## src/hw/rtl/kest_pkg.sv

```systemverilog
// Shared types and constants for the keyed expiring slot table.
`timescale 1ns / 1ps
`default_nettype none

package kest_pkg;

    localparam int NUM_ENTRIES = 32;
    localparam int IDX_W       = $clog2(NUM_ENTRIES);

    // Input word layout (s_tdata), lowest bit first
    localparam int IN_DATA_W  = 144;
    localparam int OUT_DATA_W = 80;
    localparam int SLOT_W     = 5;

    typedef struct packed {
        logic [15:0] key;
        logic [31:0] expiry;
        logic [23:0] radius;
        logic [15:0] rate;
    } entry_t;

    localparam int ENTRY_W = $bits(entry_t);

    typedef enum logic [1:0] {
        OP_ALLOC = 2'd0,
        OP_TICK  = 2'd1,
        OP_READ  = 2'd2
    } op_t;

    typedef enum logic [1:0] {
        HOW_KEY     = 2'd0,
        HOW_EXPIRED = 2'd1,
        HOW_EVICT   = 2'd2
    } how_t;

    typedef enum logic [2:0] {
        S_IDLE,
        S_ALLOC,
        S_ALLOC_DONE,
        S_TICK,
        S_READ,
        S_READ_DONE
    } state_t;

endpackage

`default_nettype wire

```

## src/hw/rtl/kest_ram.sv

```systemverilog
// Generic simple dual-port RAM with registered read.
`timescale 1ns / 1ps
`default_nettype none

module kest_ram #(
    parameter int WIDTH = 8,
    parameter int DEPTH = 32
) (
    input  wire logic                     aclk,
    input  wire logic                     wr_en,
    input  wire logic [$clog2(DEPTH)-1:0] wr_addr,
    input  wire logic [WIDTH-1:0]         wr_data,
    input  wire logic                     rd_en,
    input  wire logic [$clog2(DEPTH)-1:0] rd_addr,
    output logic      [WIDTH-1:0]         rd_data
);

    logic [WIDTH-1:0] mem [DEPTH];

    always_ff @(posedge aclk) begin
        if (wr_en) begin
            mem[wr_addr] <= wr_data;
        end
        if (rd_en) begin
            rd_data <= mem[rd_addr];
        end
    end

endmodule

`default_nettype wire

```

## src/hw/rtl/keyed_expiring_slot_table.sv

```systemverilog
// Top level: keyed expiring slot table with a sequenced scan over one entry RAM.
//
//  channel | dir | handshake          | payload
//  --------+-----+--------------------+---------------------------------------------
//  s_      | in  | s_tvalid/s_tready  | s_tuser opcode, s_tdata item fields
//  m_      | out | m_tvalid/m_tready  | m_tdata slot, how_found, key, radius, expiry
//
// Allocate scans the table one entry per cycle through the RAM read port and
// stops early on a key match. Tick streams every entry through one 16x16
// multiplier and a saturating subtract. Reset clears a valid bit per entry; an
// entry never allocated reads as zero. A stalled result is held in the output
// register while the next word is accepted; a finished item waits only if that
// register is full.
`timescale 1ns / 1ps
`default_nettype none

module keyed_expiring_slot_table (
    input  wire logic         aclk,
    input  wire logic         aresetn,
    input  wire logic         s_tvalid,
    output logic              s_tready,
    // key[15:0], now_ms[47:16], elapsed_ms[63:48], expiry_ms[95:64],
    // initial_radius[119:96], decay_rate[135:120], read_slot[140:136], zero pad
    input  wire logic [143:0] s_tdata,
    // opcode[1:0]
    input  wire logic [1:0]   s_tuser,
    output logic              m_tvalid,
    input  wire logic         m_tready,
    // slot[4:0], how_found[6:5], entry_key[22:7], entry_radius[46:23],
    // entry_expiry[78:47], zero pad
    output logic [79:0]       m_tdata
);

    localparam int N  = kest_pkg::NUM_ENTRIES;
    localparam int AW = kest_pkg::IDX_W;

    kest_pkg::state_t state_reg, state_next;

    // latched item
    logic [15:0] key_reg;
    logic [31:0] now_reg;
    logic [15:0] elapsed_reg;
    logic [31:0] expiry_reg;
    logic [23:0] radius_reg;
    logic [15:0] rate_reg;
    logic [4:0]  rslot_reg;

    // scan pipeline
    logic [AW:0]   issue_cnt_reg, issue_cnt_next;
    logic          chk_vld_reg, chk_vld_next;
    logic [AW-1:0] chk_idx_reg, chk_idx_next;
    logic          rdv_reg;
    logic          exp_found_reg, exp_found_next;
    logic [AW-1:0] exp_idx_reg, exp_idx_next;
    logic [AW-1:0] sel_idx_reg, sel_idx_next;
    kest_pkg::how_t how_reg, how_next;

    // tick write-back stage
    logic            wb_vld_reg, wb_vld_next;
    logic            wb_live_reg, wb_live_next;
    logic [AW-1:0]   wb_idx_reg, wb_idx_next;
    logic [31:0]     prod_reg, prod_next;
    kest_pkg::entry_t wb_entry_reg, wb_entry_next;

    logic [N-1:0] valid_reg;

    // output register
    logic        m_tvalid_reg, m_tvalid_next;
    logic [4:0]  o_slot_reg, o_slot_next;
    logic [1:0]  o_how_reg, o_how_next;
    logic [15:0] o_key_reg, o_key_next;
    logic [23:0] o_radius_reg, o_radius_next;
    logic [31:0] o_expiry_reg, o_expiry_next;

    // RAM port signals
    logic             rd_en, wr_en, set_valid;
    logic [AW-1:0]    rd_addr, wr_addr;
    kest_pkg::entry_t wr_data, ram_rdata, rd_entry;

    logic          accept, out_free, in_range, exp_hit;
    logic [AW-1:0] last_idx;

    assign s_tready = (state_reg == kest_pkg::S_IDLE);
    assign accept   = s_tvalid && s_tready;
    assign out_free = !m_tvalid_reg || m_tready;
    assign in_range = (32'(rslot_reg) < 32'(N));
    assign last_idx = AW'(N - 1);
    assign rd_entry = rdv_reg ? ram_rdata : '0;
    assign exp_hit  = (rd_entry.expiry < now_reg);

    assign m_tvalid = m_tvalid_reg;
    assign m_tdata  = {1'b0, o_expiry_reg, o_radius_reg, o_key_reg, o_how_reg, o_slot_reg};

    kest_ram #(
        .WIDTH(kest_pkg::ENTRY_W),
        .DEPTH(N)
    ) u_ram (
        .aclk    (aclk),
        .wr_en   (wr_en),
        .wr_addr (wr_addr),
        .wr_data (wr_data),
        .rd_en   (rd_en),
        .rd_addr (rd_addr),
        .rd_data (ram_rdata)
    );

    always_comb begin
        state_next     = state_reg;
        issue_cnt_next = issue_cnt_reg;
        chk_vld_next   = 1'b0;
        chk_idx_next   = issue_cnt_reg[AW-1:0];
        exp_found_next = exp_found_reg;
        exp_idx_next   = exp_idx_reg;
        sel_idx_next   = sel_idx_reg;
        how_next       = how_reg;
        wb_vld_next    = 1'b0;
        wb_live_next   = wb_live_reg;
        wb_idx_next    = wb_idx_reg;
        prod_next      = prod_reg;
        wb_entry_next  = wb_entry_reg;
        rd_en          = 1'b0;
        rd_addr        = issue_cnt_reg[AW-1:0];
        wr_en          = 1'b0;
        wr_addr        = sel_idx_reg;
        wr_data        = '{key: key_reg, expiry: expiry_reg, radius: radius_reg, rate: rate_reg};
        set_valid      = 1'b0;
        m_tvalid_next  = m_tvalid_reg && !m_tready;
        o_slot_next    = o_slot_reg;
        o_how_next     = o_how_reg;
        o_key_next     = o_key_reg;
        o_radius_next  = o_radius_reg;
        o_expiry_next  = o_expiry_reg;

        // issue one read per cycle while scanning
        if ((state_reg == kest_pkg::S_ALLOC || state_reg == kest_pkg::S_TICK) &&
            (issue_cnt_reg < (AW+1)'(N))) begin
            rd_en          = 1'b1;
            chk_vld_next   = 1'b1;
            issue_cnt_next = issue_cnt_reg + 1'b1;
        end

        unique case (state_reg)
            kest_pkg::S_IDLE: begin
                issue_cnt_next = '0;
                exp_found_next = 1'b0;
                if (accept) begin
                    case (kest_pkg::op_t'(s_tuser))
                        kest_pkg::OP_ALLOC: state_next = kest_pkg::S_ALLOC;
                        kest_pkg::OP_TICK:  state_next = kest_pkg::S_TICK;
                        kest_pkg::OP_READ:  state_next = kest_pkg::S_READ;
                        default:            state_next = kest_pkg::S_IDLE;
                    endcase
                end
            end
            kest_pkg::S_ALLOC: begin
                if (chk_vld_reg) begin
                    if (key_reg != 16'd0 && rd_entry.key == key_reg) begin
                        sel_idx_next = chk_idx_reg;
                        how_next     = kest_pkg::HOW_KEY;
                        state_next   = kest_pkg::S_ALLOC_DONE;
                    end else begin
                        if (!exp_found_reg && exp_hit) begin
                            exp_found_next = 1'b1;
                            exp_idx_next   = chk_idx_reg;
                        end
                        if (chk_idx_reg == last_idx) begin
                            state_next = kest_pkg::S_ALLOC_DONE;
                            if (exp_found_reg) begin
                                sel_idx_next = exp_idx_reg;
                                how_next     = kest_pkg::HOW_EXPIRED;
                            end else if (exp_hit) begin
                                sel_idx_next = chk_idx_reg;
                                how_next     = kest_pkg::HOW_EXPIRED;
                            end else begin
                                sel_idx_next = '0;
                                how_next     = kest_pkg::HOW_EVICT;
                            end
                        end
                    end
                end
            end
            kest_pkg::S_ALLOC_DONE: begin
                if (out_free) begin
                    wr_en         = 1'b1;
                    set_valid     = 1'b1;
                    m_tvalid_next = 1'b1;
                    o_slot_next   = 5'(sel_idx_reg);
                    o_how_next    = how_reg;
                    o_key_next    = key_reg;
                    o_radius_next = radius_reg;
                    o_expiry_next = expiry_reg;
                    state_next    = kest_pkg::S_IDLE;
                end
            end
            kest_pkg::S_TICK: begin
                // stage 1: multiply, stage 2: saturating subtract and write back
                wb_vld_next   = chk_vld_reg;
                wb_idx_next   = chk_idx_reg;
                wb_live_next  = (rd_entry.expiry >= now_reg) && (rd_entry.radius != 24'd0);
                prod_next     = 32'(elapsed_reg) * 32'(rd_entry.rate);
                wb_entry_next = rd_entry;
                if (wb_vld_reg) begin
                    wr_addr = wb_idx_reg;
                    wr_data = wb_entry_reg;
                    if (prod_reg >= 32'(wb_entry_reg.radius)) begin
                        wr_data.radius = 24'd0;
                    end else begin
                        wr_data.radius = wb_entry_reg.radius - prod_reg[23:0];
                    end
                    wr_en = wb_live_reg;
                    if (wb_idx_reg == last_idx) begin
                        state_next = kest_pkg::S_IDLE;
                    end
                end
            end
            kest_pkg::S_READ: begin
                rd_en      = in_range;
                rd_addr    = AW'(rslot_reg);
                state_next = kest_pkg::S_READ_DONE;
            end
            kest_pkg::S_READ_DONE: begin
                if (out_free) begin
                    m_tvalid_next = 1'b1;
                    o_slot_next   = rslot_reg;
                    o_how_next    = kest_pkg::HOW_KEY;
                    o_key_next    = in_range ? rd_entry.key : 16'd0;
                    o_radius_next = in_range ? rd_entry.radius : 24'd0;
                    o_expiry_next = in_range ? rd_entry.expiry : 32'd0;
                    state_next    = kest_pkg::S_IDLE;
                end
            end
            default: begin
                state_next = kest_pkg::S_IDLE;
            end
        endcase
    end

    always_ff @(posedge aclk) begin
        if (!aresetn) begin
            state_reg     <= kest_pkg::S_IDLE;
            chk_vld_reg   <= 1'b0;
            wb_vld_reg    <= 1'b0;
            exp_found_reg <= 1'b0;
            valid_reg     <= '0;
            m_tvalid_reg  <= 1'b0;
            issue_cnt_reg <= '0;
        end else begin
            state_reg     <= state_next;
            chk_vld_reg   <= chk_vld_next;
            wb_vld_reg    <= wb_vld_next;
            exp_found_reg <= exp_found_next;
            m_tvalid_reg  <= m_tvalid_next;
            issue_cnt_reg <= issue_cnt_next;
            if (set_valid) begin
                valid_reg[wr_addr] <= 1'b1;
            end
        end
    end

    always_ff @(posedge aclk) begin
        if (accept) begin
            key_reg     <= s_tdata[15:0];
            now_reg     <= s_tdata[47:16];
            elapsed_reg <= s_tdata[63:48];
            expiry_reg  <= s_tdata[95:64];
            radius_reg  <= s_tdata[119:96];
            rate_reg    <= s_tdata[135:120];
            rslot_reg   <= s_tdata[140:136];
        end
        if (rd_en) begin
            rdv_reg <= valid_reg[rd_addr];
        end
        chk_idx_reg  <= chk_idx_next;
        exp_idx_reg  <= exp_idx_next;
        sel_idx_reg  <= sel_idx_next;
        how_reg      <= how_next;
        wb_live_reg  <= wb_live_next;
        wb_idx_reg   <= wb_idx_next;
        prod_reg     <= prod_next;
        wb_entry_reg <= wb_entry_next;
        o_slot_reg   <= o_slot_next;
        o_how_reg    <= o_how_next;
        o_key_reg    <= o_key_next;
        o_radius_reg <= o_radius_next;
        o_expiry_reg <= o_expiry_next;
    end

endmodule

`default_nettype wire
```

## config.mk

```make
export PLATFORM = sky130hd
export DESIGN_NAME = keyed_expiring_slot_table
export DESIGN_NICKNAME = d
export VERILOG_FILES = /design/src/hw/rtl/kest_pkg.sv /design/src/hw/rtl/kest_ram.sv /design/src/hw/rtl/keyed_expiring_slot_table.sv
export SDC_FILE = /design/constraint.sdc
export NUM_CORES = 2
export LEC_CHECK = 0
export ABC_AREA = 1
export CAP_MARGIN = 10
export CELL_PAD_IN_SITES_DETAIL_PLACEMENT = 0
export CELL_PAD_IN_SITES_GLOBAL_PLACEMENT = 2
export CORE_MARGIN = 2
export CORE_UTILIZATION = 44
export DETAILED_ROUTE_END_ITERATION = 8
export DONT_BUFFER_PORTS = 1
export PLACE_DENSITY_LB_ADDON = 0.05
export RECOVER_POWER = 25
export SETUP_SLACK_MARGIN = 0.5
export SYNTH_ARGS = -nofsm -noshare
export SYNTH_HDL_FRONTEND = slang
export SYNTH_HIERARCHICAL = 1
export SYNTH_SLANG_ARGS = --single-unit
```

## constraint.sdc

```tcl
create_clock -name aclk -period 8.9 [get_ports aclk]
set_clock_uncertainty 0.15 [all_clocks]
set_input_delay 0.445 -clock aclk [delete_from_list [all_inputs] [get_ports aclk]]
set_output_delay 0.445 -clock aclk [all_outputs]
set_load 0.05 [all_outputs]
```

==> metrics.txt <==
# TYPE chip_impl_metric gauge
chip_impl_metric{name="syn_avg_cell_area",unit="um2"} 11.7
chip_impl_info{name="layout.cells.most_common_list",value="sky130_fd_sc_hd__nand2_1, sky130_fd_sc_hd__edfxtp_1, sky130_fd_sc_hd__nand3_1"} 1
chip_impl_metric{name="postCtsSetupBuffers",unit=""} 0
chip_impl_metric{name="number_of_cells_produced_by_synthesis",unit=""} 12200
chip_impl_metric{name="fraction_of_registers_with_async_set_reset",unit="%"} 0
chip_impl_info{name="min-delay-start",value="s_tdata[132]"} 1
chip_impl_metric{name="worst-r2r-setup-slack",unit="ns"} 1.22
chip_impl_metric{name="dp_hpwl",unit="um"} 244000
chip_impl_metric{name="drt_iter0_drc",unit=""} 9105
chip_impl_metric{name="path_max_fanout",unit=""} 42
chip_impl_metric{name="cts_num_sinks",unit=""} 3313
chip_impl_metric{name="net_count_of_the_finished_layout",unit=""} 12900
chip_impl_info{name="combinational_family_with_the_most_area_after_synthesis",value="simple AND/OR/NAND/NOR gates"} 1
chip_impl_info{name="critical-path-slowest-cell",value="sky130_fd_sc_hd__clkbuf_1"} 1
chip_impl_info{name="rsz0062_at_grt",value="false"} 1
chip_impl_metric{name="layout-drive-gt1-share",unit="%"} 6.96
chip_impl_metric{name="start_util",unit="%"} 44.1
chip_impl_info{name="status",value="finished with violations"} 1
chip_impl_metric{name="core_area",unit="um2"} 324000
chip_impl_metric{name="yosys_warnings",unit=""} 6
chip_impl_metric{name="synth.net_count",unit=""} 12700
chip_impl_metric{name="cts.path.max_buffers",unit=""} 4
chip_impl_metric{name="vias_per_cell",unit=""} 5.53
chip_impl_metric{name="worstRegToRegCells",unit=""} 15
chip_impl_metric{name="drc",unit=""} 0
chip_impl_metric{name="areal_power_density_over_the_cells",unit="nW/um2"} 330
chip_impl_info{name="cts_root_buf",value="sky130_fd_sc_hd__clkbuf_16"} 1
chip_impl_metric{name="timing.final.setup_violations",unit=""} 0
chip_impl_info{name="launching_instance_or_port_of_the_critical_path",value="rdv_reg"} 1
chip_impl_info{name="failed_checks",value="capacitance limit, slew limit"} 1
chip_impl_metric{name="worst_ep_arrival_time",unit="ns"} 8.32
chip_impl_metric{name="postPlaceCellArea",unit="um2"} 147000
chip_impl_metric{name="multiInputGateArea",unit="um2"} 38300
chip_impl_metric{name="synth-adder-area-share",unit="%"} 4.34
chip_impl_metric{name="drtPass1Iterations",unit=""} 6
chip_impl_info{name="path_cells",value="clkbuf_1, clkbuf_1, nand2_1, nand2_1, nand2_1, nor2_1, nand3_1, o21bai_1, nand2_1, nand2_1, nand4_1, nand2_1, dlygate4sd3_1, nor2_1, dlygate4sd3_1"} 1
chip_impl_metric{name="finalHoldViolCount",unit=""} 0
chip_impl_metric{name="placementRows",unit=""} 209
chip_impl_metric{name="seq_area",unit="um2"} 99000
chip_impl_info{name="worstHoldPathType",value="primary input to flip-flop"} 1
chip_impl_metric{name="grt_pass1_vias",unit=""} 91700
chip_impl_metric{name="worstMarginPinSlew",unit="ns"} 3.97
chip_impl_metric{name="grt.total_usage",unit="%"} 27.8
chip_impl_info{name="setup_crit_start_kind",value="flip-flop"} 1
chip_impl_metric{name="placement.io_buffers",unit=""} 0
chip_impl_metric{name="relSlewSlack",unit="%"} -165
chip_impl_metric{name="grt_max_degree",unit=""} 183
chip_impl_metric{name="post_cts_hold_buffer_count",unit=""} 283
chip_impl_metric{name="global_route_total_overflow",unit=""} 0
chip_impl_metric{name="synth_xor_area_share",unit="%"} 0.282
chip_impl_metric{name="number_of_instances_resized_during_post_cts_repair",unit=""} 0
chip_impl_metric{name="synth_edf_count",unit=""} 3263
chip_impl_metric{name="design.portCount",unit=""} 232
chip_impl_metric{name="chipWidth",unit="um"} 574
chip_impl_metric{name="dieHeight",unit="um"} 574
chip_impl_metric{name="period_minus_slack",unit="ns"} 7.68
chip_impl_metric{name="cts_buffers",unit=""} 364
chip_impl_metric{name="synth_seq_cells",unit=""} 3313
chip_impl_metric{name="fin_area",unit="um2"} 161000
chip_impl_metric{name="filler_free_cell_count_of_the_finished_design",unit=""} 17000
chip_impl_metric{name="wire_length_of_the_first_global_routing_pass",unit="um"} 666000
chip_impl_metric{name="filler_cell_count",unit=""} 28800
chip_impl_metric{name="ys_seq_area_share",unit="%"} 69.3
chip_impl_metric{name="routed_wirelength",unit="um"} 466000
chip_impl_metric{name="max_cap_violations",unit=""} 34
chip_impl_metric{name="synth-compound-area-share",unit="%"} 1.41
chip_impl_metric{name="route.detailed.wl_per_inst",unit="um"} 27.4
chip_impl_metric{name="largest_register_ff_count",unit=""} 2816
chip_impl_info{name="worst_setup_path_end_kind",value="flip-flop"} 1
chip_impl_metric{name="vias",unit=""} 94100
chip_impl_metric{name="max_freq",unit="GHz"} 0.130
chip_impl_info{name="cts_tree",value="yes"} 1
chip_impl_metric{name="peak_supply_drop",unit="mV"} 0.557
chip_impl_info{name="criticalPathCategory",value="flip-flop to flip-flop"} 1
chip_impl_metric{name="syn-cell-area",unit="um2"} 143000
chip_impl_info{name="rr_endpoint",value="state_reg[0]"} 1
chip_impl_metric{name="flow.area_growth_from_synthesis",unit="%"} 13.0
chip_impl_metric{name="clk_transition_reported_paths",unit="ns"} 0.06
chip_impl_metric{name="fp.dieArea",unit="um2"} 329000
chip_impl_metric{name="yosys.area_share.simple",unit="%"} 20.5
chip_impl_metric{name="post_synthesis_cell_type_count",unit=""} 53
chip_impl_info{name="critical-path-top-cell-by-count",value="sky130_fd_sc_hd__nand2_1"} 1
chip_impl_metric{name="yosys-mux-area-fraction",unit="%"} 0
chip_impl_metric{name="placed_cells_incl_taps",unit=""} 16100
chip_impl_info{name="crit_path_end",value="state_reg[0]"} 1
chip_impl_metric{name="htree_num_levels",unit=""} 5
chip_impl_metric{name="place_congestion",unit=""} 0.850
chip_impl_metric{name="finalCritPeriodShare",unit="%"} 86.3
chip_impl_metric{name="slew_viol_final",unit=""} 1157
chip_impl_metric{name="totalNegativeSetupSlack",unit="ns"} 0
chip_impl_metric{name="max_stage_delay",unit="ns"} 2.16
chip_impl_info{name="yosys_most_used_dff",value="sky130_fd_sc_hd__edfxtp_1"} 1
chip_impl_metric{name="critPathRequiredTime",unit="ns"} 9.54
chip_impl_metric{name="drt.antenna.violating_nets",unit=""} 0
chip_impl_info{name="final_common_cell",value="sky130_fd_sc_hd__nand2_1"} 1
chip_impl_info{name="timing.rr.start",value="rdv_reg"} 1
chip_impl_metric{name="worstSkewPairLatency",unit="ns"} 0.95
chip_impl_metric{name="antenna_violations_before_repair",unit=""} 15
chip_impl_metric{name="cellLeakagePower",unit="uW"} 0.0592
## layout make-up
| class | instances | share of cell area [%] |
|---|---|---|
| diodes | 7 | 0.0108 |
| clock buffers | 445 | 5.97 |
| clock inverters | 212 | 1.22 |
| inverters | 558 | 1.36 |
| multi-input cells | 7648 | 23.7 |
| flip-flops and latches | 3313 | 61.3 |
| well taps | 4325 | 3.35 |
| repair buffers | 515 | 3.10 |
## where the power goes
group	internal [uW]	leakage, uW	total [uW]	switching, uW
Clock	8590	0.00566	14900	6280
Combinational	5640	0.0237	18800	13100
Sequential	19100	0.0299	19700	551
## logic make-up (layout without fill, tap and decap cells)
group                      count (synthesis)  after routing
buffers and inverters                   1251           1730
DFF                                     3313           3313
other                                      1              8
xor gates and xnor gates                  46             46
AOI/OAI and AO/OA                        375            375
and+or+nand+nor                         6847           6847
adders and majority gates                379            379
## Yosys cell counts, types with 4 or more instances
library cell	instances	share of area, %
sky130_fd_sc_hd__buf_2	372	1.3
sky130_fd_sc_hd__buf_8	4	0.042
sky130_fd_sc_hd__o211ai_1	15	0.079
sky130_fd_sc_hd__dfxtp_1	50	0.70
sky130_fd_sc_hd__buf_1	63	0.17
sky130_fd_sc_hd__nand2_2	92	0.40
sky130_fd_sc_hd__xor2_1	36	0.22
sky130_fd_sc_hd__edfxtp_1	3263	69
sky130_fd_sc_hd__buf_12	10	0.14
sky130_fd_sc_hd__fa_1	195	2.7
sky130_fd_sc_hd__xnor2_1	10	0.061
sky130_fd_sc_hd__inv_2	7	0.018
sky130_fd_sc_hd__a21o_1	5	0.026
sky130_fd_sc_hd__nor3_1	12	0.042
sky130_fd_sc_hd__o21ai_0	188	0.66
sky130_fd_sc_hd__nand4_1	19	0.083
sky130_fd_sc_hd__nand2_1	3855	10
sky130_fd_sc_hd__nand3_1	2560	9.0
sky130_fd_sc_hd__a21oi_1	139	0.49
sky130_fd_sc_hd__inv_1	543	1.4
sky130_fd_sc_hd__buf_4	48	0.25
sky130_fd_sc_hd__ha_1	184	1.6
sky130_fd_sc_hd__nor2_2	8	0.035
sky130_fd_sc_hd__clkinv_1	4	0.011
sky130_fd_sc_hd__o21ai_2	4	0.025
sky130_fd_sc_hd__o21bai_1	6	0.032
sky130_fd_sc_hd__nor2_1	276	0.72
sky130_fd_sc_hd__buf_6	52	0.41
sky130_fd_sc_hd__clkbuf_1	143	0.38
sky130_fd_sc_hd__o21a_1	4	0.021
sky130_fd_sc_hd__nor4_1	7	0.031
## stage by stage
stage	hold slack, ns	setup WS [ns]	power, uW	util [%]
floorplan	0.201	0.736	32400	-
global placement	0.221	1.63	39000	45.5
detailed placement	0.212	1.68	38900	45.5
CTS	0.00142	1.67	53900	49.9
global route	0.0146	0.965	56500	49.9
finish	0.0396	1.22	53300	49.9
## worst max-delay path: cells and delay by family (launching register included)
kind | cells | cell delay, ns
compound gates | 1 | 0.20
buf+inv | 4 | 4.73
flops | 1 | 0.58
simple gates | 10 | 1.87
## layer usage
| layer | track usage, % | part of all wire, % | vias up | wire [um] |
|---|---|---|---|---|
| li1 | - | - | 42700 | - |
| met1 | 38.9 | 44 | 47700 | 203000 |
| met2 | 46.3 | 48 | 2999 | 223000 |
| met3 | 2.91 | 5.6 | 684 | 25900 |
| met4 | 7.58 | 2.9 | 0 | 13600 |
| met5 | 0 | 0 | - | 0 |
## worst min-delay path by stage
stage / to / cells after the start
2_1_floorplan: chk_idx_reg[2] / 0
3_3_place_gp: chk_idx_reg[2] / 0
3_5_place_dp: chk_idx_reg[2] / 0
4_1_cts: expiry_reg[1] / 1
5_1_grt: rate_reg[12] / 1
6_report: rate_reg[12] / 1
Note: power is estimated with default switching activity, not from simulation.
